===== src/kdef_pkg.sv =====
// Shared types, constants and helpers of the key debounce event FIFO.
package kdef_pkg;

    localparam int KEY_TOTAL  = 6;
    localparam int FIFO_DEPTH = 16;
    localparam int FIFO_PTR_W = $clog2(FIFO_DEPTH);

    localparam int FILTER_W = 7;
    localparam int DB_W     = FILTER_W + 1;
    localparam int LONG_W   = 16;
    localparam int REP_W    = 8;
    localparam int TIMING_W = LONG_W + REP_W;
    localparam int CODE_W   = 8;

    localparam int CFG_IDX_W  = 4;
    localparam int CFG_DATA_W = TIMING_W;

    localparam logic [CFG_IDX_W-1:0] CFG_FILTER_TIME   = CFG_IDX_W'(0);
    localparam logic [CFG_IDX_W-1:0] CFG_ACTIVE_LEVELS = CFG_IDX_W'(1);
    localparam logic [CFG_IDX_W-1:0] CFG_KEY0_TIMING   = CFG_IDX_W'(2);

    localparam logic [FILTER_W-1:0]  FILTER_RESET = FILTER_W'(5);
    localparam logic [KEY_TOTAL-1:0] LEVELS_RESET = KEY_TOTAL'(1);
    localparam logic [DB_W-1:0]      DB_RESET     = DB_W'(FILTER_RESET / 2);
    // key 5 first, key 0 last
    localparam logic [KEY_TOTAL-1:0][TIMING_W-1:0] TIMING_RESET = {
        24'd25600, 24'd25606, 24'd25606, 24'd25606, 24'd25606, 24'd25600
    };

    // Event slots per key, in the order they are written to the FIFO.
    localparam int EV_PRESS   = 0;
    localparam int EV_LONG    = 1;
    localparam int EV_REPEAT  = 2;
    localparam int EV_RELEASE = 3;
    localparam int EV_KINDS   = 4;
    localparam int MASK_W     = KEY_TOTAL * EV_KINDS;
    localparam int SLOT_W     = $clog2(MASK_W);

    localparam int CMDQ_DEPTH = 2;
    localparam int CMDQ_PTR_W = $clog2(CMDQ_DEPTH);
    localparam int RES_DEPTH  = 2;
    localparam int RES_PTR_W  = $clog2(RES_DEPTH);

    typedef enum logic [1:0] {
        ACT_SCAN  = 2'd0,
        ACT_POP   = 2'd1,
        ACT_CLEAR = 2'd2,
        ACT_PUSH  = 2'd3
    } t_action;

    typedef enum logic [1:0] {
        ST_IDLE,
        ST_SCAN,
        ST_POP
    } t_back_state;

    typedef struct packed {
        t_action              action;
        logic [KEY_TOTAL-1:0] pin_levels;
        logic [CODE_W-1:0]    push_code;
    } t_in_item;

    typedef struct packed {
        logic [CODE_W-1:0]    event_code;
        logic [KEY_TOTAL-1:0] pressed_flags;
    } t_out_item;

    // Classified item handed from the scanner to the FIFO engine.
    typedef struct packed {
        t_action              action;
        logic [CODE_W-1:0]    push_code;
        logic [MASK_W-1:0]    ev_mask;
        logic [KEY_TOTAL-1:0] flags;
    } t_cmd;

    typedef struct packed {
        logic valid;
        t_cmd head;
    } t_cmdq_stat;

    // Key k: press/repeat 3k+1, release 3k+2, long press 3k+3.
    function automatic logic [CODE_W-1:0] ev_code(input logic [SLOT_W-1:0] slot);
        logic [CODE_W-1:0] key;
        logic [CODE_W-1:0] off;
        key = CODE_W'(slot / EV_KINDS);
        case (int'(slot % EV_KINDS))
            EV_PRESS:   off = CODE_W'(1);
            EV_LONG:    off = CODE_W'(3);
            EV_REPEAT:  off = CODE_W'(1);
            EV_RELEASE: off = CODE_W'(2);
            default:    off = '0;
        endcase
        return (key << 1) + key + off;
    endfunction

endpackage


===== src/key_debounce_event_fifo.sv =====
// Top level of the six-key debounce scanner with its event FIFO.
//
// Input side is a queue: an item transfers when push is high and full is low.
// Each item carries an action (scan tick, pop event, clear FIFO, push code),
// the raw pin levels and a code to push. Every item yields exactly one result,
// read queue-style: while empty is low the oldest result sits on o_result and
// it transfers when pop is high.
// Config writes transfer on i_cfg_valid (o_cfg_ready is always high) and must
// only be issued while the block is idle; the block itself does not enforce it.
// The scanner updates all key state in the transfer cycle, so a new item can
// follow every cycle until the two-entry command queue fills. The FIFO engine
// behind it writes one event per cycle into the ring RAM: a scan item with
// events steps through ST_SCAN, a pop of a non-empty FIFO through ST_POP
// (registered RAM read); clear, push, empty pops and scans with no events
// finish in ST_IDLE. Each result is held in the result buffer until popped.
// A stalled receiver fills the two-entry result buffer, then the engine
// holds, then the command queue backs up and full rises.
// Synchronous reset restores the register defaults, sets every debounce
// counter to half the default filter time and empties all queues; the ring
// RAM is not cleared.
module key_debounce_event_fifo (
    input  logic                             i_clk,
    input  logic                             i_rst_n,
    input  logic                             push,
    output logic                             full,
    input  kdef_pkg::t_in_item               i_item,
    output logic                             empty,
    input  logic                             pop,
    output kdef_pkg::t_out_item              o_result,
    input  logic                             i_cfg_valid,
    output logic                             o_cfg_ready,
    input  logic [kdef_pkg::CFG_IDX_W-1:0]   i_cfg_index,
    input  logic [kdef_pkg::CFG_DATA_W-1:0]  i_cfg_data
);
    import kdef_pkg::*;

    logic       accept;
    logic       q_pop;
    t_cmd       cmd;
    t_cmdq_stat q_stat;

    assign accept      = push && !full;
    assign o_cfg_ready = 1'b1;

    kdef_front u_front (
        .i_clk       (i_clk),
        .i_rst_n     (i_rst_n),
        .i_accept    (accept),
        .i_item      (i_item),
        .i_cfg_we    (i_cfg_valid),
        .i_cfg_index (i_cfg_index),
        .i_cfg_data  (i_cfg_data),
        .o_cmd       (cmd)
    );

    kdef_cmd_queue u_queue (
        .i_clk   (i_clk),
        .i_rst_n (i_rst_n),
        .i_push  (accept),
        .i_cmd   (cmd),
        .o_full  (full),
        .i_pop   (q_pop),
        .o_stat  (q_stat)
    );

    kdef_back u_back (
        .i_clk    (i_clk),
        .i_rst_n  (i_rst_n),
        .i_q      (q_stat),
        .o_q_pop  (q_pop),
        .o_empty  (empty),
        .i_pop    (pop),
        .o_result (o_result)
    );

    // engine never takes from an empty command queue
    a_qpop_valid: assert property (@(posedge i_clk) disable iff (!i_rst_n)
        q_pop |-> q_stat.valid)
        else $error("command queue popped while empty");

    // only scan ticks produce key events
    a_events_scan_only: assert property (@(posedge i_clk) disable iff (!i_rst_n)
        (accept && i_item.action != ACT_SCAN) |-> (cmd.ev_mask == '0))
        else $error("key events from a non-scan item");

    // a non-scan item leaves the debounced flags unchanged
    a_flags_hold: assert property (@(posedge i_clk) disable iff (!i_rst_n)
        (accept && i_item.action != ACT_SCAN) |=>
            $stable(cmd.flags) || (i_item.action == ACT_SCAN && $past(accept)))
        else $error("pressed flags moved without a scan tick");
endmodule


===== src/kdef_ram.sv =====
// Generic single-write, single-read RAM with registered read data.
module kdef_ram #(
    parameter int WIDTH = 8,
    parameter int DEPTH = 16
) (
    input  logic                     i_clk,
    input  logic                     i_we,
    input  logic [$clog2(DEPTH)-1:0] i_waddr,
    input  logic [WIDTH-1:0]         i_wdata,
    input  logic                     i_re,
    input  logic [$clog2(DEPTH)-1:0] i_raddr,
    output logic [WIDTH-1:0]         o_rdata
);
    logic [WIDTH-1:0] r_mem [DEPTH];
    logic [WIDTH-1:0] r_rdata;

    always_ff @(posedge i_clk) begin
        if (i_we) begin
            r_mem[i_waddr] <= i_wdata;
        end
        if (i_re) begin
            r_rdata <= r_mem[i_raddr];
        end
    end

    assign o_rdata = r_rdata;
endmodule


===== src/kdef_front.sv =====
// Key scanner: config registers, per-key debounce/long/repeat state, event classification.
module kdef_front (
    input  logic                              i_clk,
    input  logic                              i_rst_n,
    input  logic                              i_accept,
    input  kdef_pkg::t_in_item                i_item,
    input  logic                              i_cfg_we,
    input  logic [kdef_pkg::CFG_IDX_W-1:0]    i_cfg_index,
    input  logic [kdef_pkg::CFG_DATA_W-1:0]   i_cfg_data,
    output kdef_pkg::t_cmd                    o_cmd
);
    import kdef_pkg::*;

    logic [FILTER_W-1:0]  r_filter;
    logic [KEY_TOTAL-1:0] r_levels;
    logic [TIMING_W-1:0]  r_timing [KEY_TOTAL];

    logic [DB_W-1:0]      r_db   [KEY_TOTAL];
    logic [DB_W-1:0]      n_db   [KEY_TOTAL];
    logic [KEY_TOTAL-1:0] r_pressed;
    logic [KEY_TOTAL-1:0] n_pressed;
    logic [LONG_W-1:0]    r_long [KEY_TOTAL];
    logic [LONG_W-1:0]    n_long [KEY_TOTAL];
    logic [REP_W-1:0]     r_rep  [KEY_TOTAL];
    logic [REP_W-1:0]     n_rep  [KEY_TOTAL];

    logic [KEY_TOTAL-1:0] active;
    logic                 sole;
    logic                 scan;
    logic [MASK_W-1:0]    ev;
    logic [DB_W-1:0]      ft1;
    logic [DB_W-1:0]      ft2;

    assign active = ~(i_item.pin_levels ^ r_levels);
    // exactly one active pin
    assign sole   = (active != '0) && ((active & (active - KEY_TOTAL'(1))) == '0);
    assign scan   = i_accept && (i_item.action == ACT_SCAN);
    assign ft1    = {1'b0, r_filter};
    assign ft2    = {r_filter, 1'b0};

    always_comb begin
        logic [LONG_W-1:0] lt;
        logic [REP_W-1:0]  rs;
        logic [LONG_W-1:0] lc_inc;
        logic [REP_W-1:0]  rc_inc;
        ev        = '0;
        n_pressed = r_pressed;
        for (int k = 0; k < KEY_TOTAL; k++) begin
            n_db[k]   = r_db[k];
            n_long[k] = r_long[k];
            n_rep[k]  = r_rep[k];
            lt        = r_timing[k][TIMING_W-1:REP_W];
            rs        = r_timing[k][REP_W-1:0];
            lc_inc    = r_long[k] + LONG_W'(1);
            rc_inc    = r_rep[k] + REP_W'(1);
            if (scan) begin
                if (sole && active[k]) begin
                    if (r_db[k] < ft1) begin
                        n_db[k] = ft1;
                    end else if (r_db[k] < ft2) begin
                        n_db[k] = r_db[k] + DB_W'(1);
                    end else begin
                        if (!r_pressed[k]) begin
                            n_pressed[k]              = 1'b1;
                            ev[k*EV_KINDS + EV_PRESS] = 1'b1;
                        end
                        if (lt != '0) begin
                            if (r_long[k] < lt) begin
                                n_long[k] = lc_inc;
                                ev[k*EV_KINDS + EV_LONG] = (lc_inc == lt);
                            end else if (rs != '0) begin
                                if (rc_inc >= rs) begin
                                    n_rep[k] = '0;
                                    ev[k*EV_KINDS + EV_REPEAT] = 1'b1;
                                end else begin
                                    n_rep[k] = rc_inc;
                                end
                            end
                        end
                    end
                end else begin
                    if (r_db[k] > ft1) begin
                        n_db[k] = ft1;
                    end else if (r_db[k] != '0) begin
                        n_db[k] = r_db[k] - DB_W'(1);
                    end else if (r_pressed[k]) begin
                        n_pressed[k]                = 1'b0;
                        ev[k*EV_KINDS + EV_RELEASE] = 1'b1;
                    end
                    n_long[k] = '0;
                    n_rep[k]  = '0;
                end
            end
            // a timing write restarts that key's repeat count
            if (i_cfg_we && (i_cfg_index == CFG_KEY0_TIMING + CFG_IDX_W'(k))) begin
                n_rep[k] = '0;
            end
        end
    end

    always_ff @(posedge i_clk) begin
        if (!i_rst_n) begin
            r_filter  <= FILTER_RESET;
            r_levels  <= LEVELS_RESET;
            r_pressed <= '0;
            for (int k = 0; k < KEY_TOTAL; k++) begin
                r_timing[k] <= TIMING_RESET[k];
                r_db[k]     <= DB_RESET;
                r_long[k]   <= '0;
                r_rep[k]    <= '0;
            end
        end else begin
            r_pressed <= n_pressed;
            for (int k = 0; k < KEY_TOTAL; k++) begin
                r_db[k]   <= n_db[k];
                r_long[k] <= n_long[k];
                r_rep[k]  <= n_rep[k];
            end
            if (i_cfg_we) begin
                case (i_cfg_index)
                    CFG_FILTER_TIME:   r_filter <= i_cfg_data[FILTER_W-1:0];
                    CFG_ACTIVE_LEVELS: r_levels <= i_cfg_data[KEY_TOTAL-1:0];
                    default: begin
                        for (int k = 0; k < KEY_TOTAL; k++) begin
                            if (i_cfg_index == CFG_KEY0_TIMING + CFG_IDX_W'(k)) begin
                                r_timing[k] <= i_cfg_data[TIMING_W-1:0];
                            end
                        end
                    end
                endcase
            end
        end
    end

    always_comb begin
        o_cmd.action    = i_item.action;
        o_cmd.push_code = i_item.push_code;
        o_cmd.ev_mask   = ev;
        o_cmd.flags     = n_pressed;
    end
endmodule


===== src/kdef_cmd_queue.sv =====
// Two-entry queue of classified items between scanner and FIFO engine.
module kdef_cmd_queue (
    input  logic                 i_clk,
    input  logic                 i_rst_n,
    input  logic                 i_push,
    input  kdef_pkg::t_cmd       i_cmd,
    output logic                 o_full,
    input  logic                 i_pop,
    output kdef_pkg::t_cmdq_stat o_stat
);
    import kdef_pkg::*;

    t_cmd                  r_mem [CMDQ_DEPTH];
    logic [CMDQ_PTR_W-1:0] r_wr;
    logic [CMDQ_PTR_W-1:0] r_rd;
    logic [CMDQ_PTR_W:0]   r_cnt;

    always_ff @(posedge i_clk) begin
        if (i_push) begin
            r_mem[r_wr] <= i_cmd;
        end
    end

    always_ff @(posedge i_clk) begin
        if (!i_rst_n) begin
            r_wr  <= '0;
            r_rd  <= '0;
            r_cnt <= '0;
        end else begin
            if (i_push) begin
                r_wr <= r_wr + CMDQ_PTR_W'(1);
            end
            if (i_pop) begin
                r_rd <= r_rd + CMDQ_PTR_W'(1);
            end
            r_cnt <= r_cnt + (CMDQ_PTR_W+1)'(i_push) - (CMDQ_PTR_W+1)'(i_pop);
        end
    end

    assign o_full       = (r_cnt == (CMDQ_PTR_W+1)'(CMDQ_DEPTH));
    assign o_stat.valid = (r_cnt != '0);
    assign o_stat.head  = r_mem[r_rd];
endmodule


===== src/kdef_back.sv =====
// FIFO engine: event ring buffer, pointer updates, result buffer.
module kdef_back (
    input  logic                 i_clk,
    input  logic                 i_rst_n,
    input  kdef_pkg::t_cmdq_stat i_q,
    output logic                 o_q_pop,
    output logic                 o_empty,
    input  logic                 i_pop,
    output kdef_pkg::t_out_item  o_result
);
    import kdef_pkg::*;

    t_back_state           r_state;
    t_back_state           n_state;
    logic [FIFO_PTR_W-1:0] r_rp;
    logic [FIFO_PTR_W-1:0] n_rp;
    logic [FIFO_PTR_W-1:0] r_wp;
    logic [FIFO_PTR_W-1:0] n_wp;
    logic [MASK_W-1:0]     r_mask;
    logic [MASK_W-1:0]     n_mask;
    logic [KEY_TOTAL-1:0]  r_flags;
    logic [KEY_TOTAL-1:0]  n_flags;

    logic                  we;
    logic [CODE_W-1:0]     wdata;
    logic                  re;
    logic [CODE_W-1:0]     rdata;
    logic [SLOT_W-1:0]     sel;

    t_out_item             r_res [RES_DEPTH];
    logic [RES_PTR_W-1:0]  r_res_wr;
    logic [RES_PTR_W-1:0]  r_res_rd;
    logic [RES_PTR_W:0]    r_res_cnt;
    logic                  room;
    logic                  res_push;
    logic                  res_pop;
    t_out_item             res_data;
    logic                  fifo_empty;

    assign room       = (r_res_cnt != (RES_PTR_W+1)'(RES_DEPTH));
    assign res_pop    = i_pop && (r_res_cnt != '0);
    assign fifo_empty = (r_rp == r_wp);

    // lowest pending event goes first
    always_comb begin
        sel = '0;
        for (int s = MASK_W - 1; s >= 0; s--) begin
            if (r_mask[s]) begin
                sel = SLOT_W'(s);
            end
        end
    end

    kdef_ram #(
        .WIDTH (CODE_W),
        .DEPTH (FIFO_DEPTH)
    ) u_ram (
        .i_clk   (i_clk),
        .i_we    (we),
        .i_waddr (r_wp),
        .i_wdata (wdata),
        .i_re    (re),
        .i_raddr (r_rp),
        .o_rdata (rdata)
    );

    always_comb begin
        n_state = r_state;
        case (r_state)
            ST_IDLE: begin
                if (i_q.valid) begin
                    if (i_q.head.action == ACT_SCAN && i_q.head.ev_mask != '0) begin
                        n_state = ST_SCAN;
                    end else if (i_q.head.action == ACT_POP && room && !fifo_empty) begin
                        n_state = ST_POP;
                    end
                end
            end
            ST_SCAN: begin
                if (r_mask == '0 && room) begin
                    n_state = ST_IDLE;
                end
            end
            ST_POP: begin
                if (room) begin
                    n_state = ST_IDLE;
                end
            end
            default: n_state = ST_IDLE;
        endcase
    end

    always_comb begin
        o_q_pop  = 1'b0;
        we       = 1'b0;
        wdata    = '0;
        re       = 1'b0;
        res_push = 1'b0;
        res_data = '0;
        n_rp     = r_rp;
        n_wp     = r_wp;
        n_mask   = r_mask;
        n_flags  = r_flags;
        case (r_state)
            ST_IDLE: begin
                if (i_q.valid) begin
                    case (i_q.head.action)
                        ACT_SCAN: begin
                            if (i_q.head.ev_mask != '0) begin
                                o_q_pop = 1'b1;
                                n_mask  = i_q.head.ev_mask;
                                n_flags = i_q.head.flags;
                            end else if (room) begin
                                o_q_pop                = 1'b1;
                                res_push               = 1'b1;
                                res_data.pressed_flags = i_q.head.flags;
                            end
                        end
                        ACT_POP: begin
                            if (room) begin
                                o_q_pop = 1'b1;
                                n_flags = i_q.head.flags;
                                if (fifo_empty) begin
                                    res_push               = 1'b1;
                                    res_data.pressed_flags = i_q.head.flags;
                                end else begin
                                    re   = 1'b1;
                                    n_rp = r_rp + FIFO_PTR_W'(1);
                                end
                            end
                        end
                        ACT_CLEAR: begin
                            if (room) begin
                                o_q_pop                = 1'b1;
                                n_rp                   = r_wp;
                                res_push               = 1'b1;
                                res_data.pressed_flags = i_q.head.flags;
                            end
                        end
                        ACT_PUSH: begin
                            if (room) begin
                                o_q_pop                = 1'b1;
                                we                     = 1'b1;
                                wdata                  = i_q.head.push_code;
                                n_wp                   = r_wp + FIFO_PTR_W'(1);
                                res_push               = 1'b1;
                                res_data.pressed_flags = i_q.head.flags;
                            end
                        end
                        default: ;
                    endcase
                end
            end
            ST_SCAN: begin
                if (r_mask == '0) begin
                    if (room) begin
                        res_push               = 1'b1;
                        res_data.pressed_flags = r_flags;
                    end
                end else begin
                    we     = 1'b1;
                    wdata  = ev_code(sel);
                    n_wp   = r_wp + FIFO_PTR_W'(1);
                    n_mask = r_mask & (r_mask - MASK_W'(1));
                end
            end
            ST_POP: begin
                if (room) begin
                    res_push               = 1'b1;
                    res_data.event_code    = rdata;
                    res_data.pressed_flags = r_flags;
                end
            end
            default: ;
        endcase
    end

    always_ff @(posedge i_clk) begin
        if (res_push) begin
            r_res[r_res_wr] <= res_data;
        end
        r_mask  <= n_mask;
        r_flags <= n_flags;
    end

    always_ff @(posedge i_clk) begin
        if (!i_rst_n) begin
            r_state   <= ST_IDLE;
            r_rp      <= '0;
            r_wp      <= '0;
            r_res_wr  <= '0;
            r_res_rd  <= '0;
            r_res_cnt <= '0;
        end else begin
            r_state <= n_state;
            r_rp    <= n_rp;
            r_wp    <= n_wp;
            if (res_push) begin
                r_res_wr <= r_res_wr + RES_PTR_W'(1);
            end
            if (res_pop) begin
                r_res_rd <= r_res_rd + RES_PTR_W'(1);
            end
            r_res_cnt <= r_res_cnt + (RES_PTR_W+1)'(res_push) - (RES_PTR_W+1)'(res_pop);
        end
    end

    assign o_empty  = (r_res_cnt == '0);
    assign o_result = r_res[r_res_rd];
endmodule


===== config.mk =====
export PLATFORM = sky130hd
export DESIGN_NAME = key_debounce_event_fifo
export DESIGN_NICKNAME = d
export VERILOG_FILES = /design/src/kdef_pkg.sv /design/src/key_debounce_event_fifo.sv /design/src/kdef_ram.sv /design/src/kdef_front.sv /design/src/kdef_cmd_queue.sv /design/src/kdef_back.sv
export SDC_FILE = /design/constraint.sdc
export NUM_CORES = 2
export LEC_CHECK = 0
export BUFFER_PORTS_ARGS = -buffer_cell sky130_fd_sc_hd__buf_4
export CELL_PAD_IN_SITES_DETAIL_PLACEMENT = 0
export CELL_PAD_IN_SITES_GLOBAL_PLACEMENT = 2
export CORE_ASPECT_RATIO = 1.5
export CORE_MARGIN = 2
export CORE_UTILIZATION = 40
export CTS_CLUSTER_DIAMETER = 40
export DETAILED_ROUTE_END_ITERATION = 10
export GPL_TIMING_DRIVEN = 0
export MAX_ROUTING_LAYER = met4
export PLACE_DENSITY = 0.87
export SETUP_SLACK_MARGIN = 0.3
export SYNTH_ARGS = -nofsm -noshare
export SYNTH_HDL_FRONTEND = slang
export SYNTH_HIERARCHICAL = 1
export SYNTH_SLANG_ARGS = --single-unit

===== constraint.sdc =====
create_clock -name i_clk -period 7.8 [get_ports i_clk]
set_input_delay 0 -clock i_clk [delete_from_list [all_inputs] [get_ports i_clk]]
set_output_delay 0 -clock i_clk [all_outputs]
set_load 0.03 [all_outputs]

==> impl_metrics.env <==
export IMPL_holdCritStartpoint="i_item[0]"
export IMPL_fin_skew_ns=0.0593
export IMPL_areaGrowthSynthToFinish_pct=15.5
export IMPL_fin_setup_tns_ns=0
export IMPL_ir_drop_uv=171
export IMPL_fin_nets=4377
export IMPL_finalNonFillerCells=5418
export IMPL_slew_limit_headroom_pct=0.680
export IMPL_stdcell_area_um2=44700
export IMPL_synth_xor_area_share_pct=5.36
export IMPL_drc=0
export IMPL_clockBufferDepth=3
export IMPL_drt_wl_total_um=120000
export IMPL_synth_area_mux_share_pct=4.48
export IMPL_yosys_warnings=6
export IMPL_synth_simple_area_share_pct=18.7
export IMPL_violations="max-capacitance violations"
export IMPL_hp_class="in2reg"
export IMPL_cts_made_buffers=94
export IMPL_setup_viol=0
export IMPL_final_common_cell="edfxtp_1"
export IMPL_power_density_nw_per_um2=240
export IMPL_num_vias=30694
export IMPL_clkSlewWorstSetupHoldPaths_ns=0.06
export IMPL_clk_latency_ns=0.71
export IMPL_ios=66
export IMPL_synthFlopType="edfxtp_1"
export IMPL_root_buffer="clkbuf_16"
export IMPL_crit_fanout=13
export IMPL_cp_end_kind="register"
export IMPL_dieArea_um2=99200
export IMPL_syn_nets=4157
export IMPL_power_uw=10700
export IMPL_synth_top_family_by_area="simple AND/OR/NAND/NOR gates"
export IMPL_synth_edff_count=418
export IMPL_coreArea_um2=95800
export IMPL_worst_slew_pin_slew_ns=1.47
export IMPL_die_w_um=258
export IMPL_port_buffers=55
export IMPL_drt_wirelength_per_cell_um=22.1
export IMPL_synth_cell_types=101
export IMPL_fin_ws_ns=2.11
export IMPL_cts_tree="done"
export IMPL_synth_fa_ha_area_share_pct=8.61
export IMPL_cap_violations=1
export IMPL_placed_cells=5174
export IMPL_dr_pass1_iters=5
export IMPL_grt_first_pass_wirelength_um=181000
export IMPL_async_flop_share_pct=0
export IMPL_fin_crit_sh_pct=73.0
export IMPL_maxSlewViolCount=0
export IMPL_avgViaCountPerCell=5.67
export IMPL_grtUsageTotal_pct=24.6
export IMPL_drive_gt1_share_pct=10.0
export IMPL_required_ns=8.13
export IMPL_fp_row_count=139
export IMPL_dieHeight_um=385
export IMPL_synth_avg_cell_area_um2=10.1
export IMPL_most_common_layout_cells="418 x edfxtp_1, 322 x nand2_1, 263 x ha_1"
export IMPL_leakage_uw=0.0172
export IMPL_preCtsSetupSlack_ns=2.06
export IMPL_synth_compound_area_share_pct=14.4
export IMPL_place_congestion=0.909
export IMPL_cp_data_arrival_time_ns=6.02
export IMPL_cts_resized=0
export IMPL_netlist_instances=3843
export IMPL_crit_path_start="u_front/r_filter[5]"
export IMPL_min_period_ns=5.69
export IMPL_grt_pass1_vias=30540
export IMPL_rsz0062_at_grt="false"
export IMPL_htree_levels=3
export IMPL_fmaxAchievable_mhz=176
export IMPL_clkSinkCount=649
export IMPL_overflow=0
export IMPL_finalHoldViolCount=0
export IMPL_drt_iter0_markers=1992
export IMPL_fillCellCount=8994
export IMPL_dpl_cell_area_um2=40800
export IMPL_synth_seq_cells=649
export IMPL_cp_start_kind="register"
export IMPL_regToRegStartpoint="u_front/r_filter[5]"
export IMPL_synth_area_um2=38700
export IMPL_grt_start_max_net_pins=32
export IMPL_yosysSeqAreaShare_pct=44.4
export IMPL_antenna_left=0
export IMPL_dpl_hpwl_um=89800
export IMPL_outcome="complete, but fails checks"
export IMPL_start_util_pct=40.4
export IMPL_crit_type="reg2reg"
export IMPL_antenna_found_initial=9
## path summary, 6_finish.rpt
check                          to  slack, ns  cells after the start
max          u_queue/r_mem[1][27]       2.11                     11
min          u_queue/r_mem[0][30]       0.05                      2
max reg2reg  u_queue/r_mem[1][27]       2.11                     11
min reg2reg   u_front/r_rep[1][1]       0.47                      2
## state kept, by name (all words and copies together), names as in the netlist, 7 cells and up, named ones only
register / flops
u_queue/r_mem: 80
u_back/u_ram/o_rdata: 8
u_front/r_filter: 7
u_front/r_rep: 48
u_front/r_db: 48
u_front/r_timing: 144
u_back/r_res: 28
u_front/r_long: 96
u_back/u_ram/r_mem: 128
u_back/r_mask: 24
## layout make-up
| type | instances | area [µm²] | share of cell area [%] |
|---|---|---|---|
| antenna | 5 | 12.5 | 0.0280 |
| inverter | 209 | 785 | 1.76 |
| timing repair buffer | 124 | 1110 | 2.49 |
| multi-input combinational | 2820 | 20000 | 44.7 |
| tap | 1269 | 1590 | 3.55 |
| clock inverter | 73 | 852 | 1.91 |
| clock buffer | 104 | 2400 | 5.37 |
| buffer | 165 | 761 | 1.70 |
| sequential | 649 | 17200 | 38.4 |
## critical path, stage by stage, from the launching register on
cell       delay, ns
dfxtp_1         0.30
clkbuf_1        0.63
inv_1           0.60
ha_1            0.49
nand4b_1        0.16
a211oi_1        0.28
or2_2           0.17
clkbuf_1        0.26
nand4_1         0.48
nor3_1          0.66
o2111ai_1       0.21
nor4_1          1.05
## routing by layer
metal / track usage (%) / up-vias / share of wire (%)
li1: - / 14815 / -
met1: 25.1 / 14811 / 37
met2: 45.1 / 745 / 53
met3: 3.08 / 323 / 4.1
met4: 14.7 / 0 / 6.3
met5: - / - / 0
## metrics by stage
step	util, %	hold WS, ns
floorplan	-	0.118
global placement	42.4	0.189
detailed placement	42.6	0.188
CTS	46.6	0.00177
global route	46.6	0.0335
finish	46.6	0.0457
## power by group
group / total (µW) / switching [µW] / leakage (µW) / internal, µW
Sequential: 4250 / 220 / 0.00584 / 4030
Clock: 4330 / 1790 / 0.00156 / 2540
Combinational: 2120 / 1310 / 0.00979 / 815
## what timing repair did
| action | 4_1_cts | 5_1_grt |
|---|---|---|
| endpoints found under the hold margin | 207 | 0 |
| hold buffers | 62 | 0 |
| buffers inserted | 0 | 0 |
## synth_stat cells, drive strengths merged (32+ instances only)
master | count | area share (%)
edfxtp | 418 | 32
nand2 | 324 | 3.2
ha | 263 | 8.5
dfxtp | 231 | 12
inv | 207 | 2.0
nor2 | 206 | 2.0
a21oi | 188 | 2.4
and2 | 164 | 2.7
o21ai | 159 | 2.1
nand3 | 158 | 2.1
xnor2 | 142 | 3.2
clkbuf | 128 | 1.2
xor2 | 92 | 2.1
nor3 | 82 | 1.1
nor4 | 82 | 1.5
and3 | 64 | 1.0
nand2b | 57 | 0.92
nand4 | 57 | 0.92
a21o | 54 | 1.0
mux2 | 54 | 1.6
o211ai | 52 | 1.0
a31oi | 47 | 0.76
or3 | 42 | 0.68
o31ai | 41 | 0.80
a211oi | 39 | 0.76
mux2i | 35 | 0.91
buf | 34 | 0.65
mux4 | 32 | 2.0
or2 | 32 | 0.52
## cells by family after synthesis
kind of cell	count (synthesis)
flops	649
compound gates	824
xor+xnor	235
buf+inv	374
simple gates	1374
mux	121
other cells	1
fa+ha+maj	265
No activity file was read; power rests on OpenSTA's default activity.
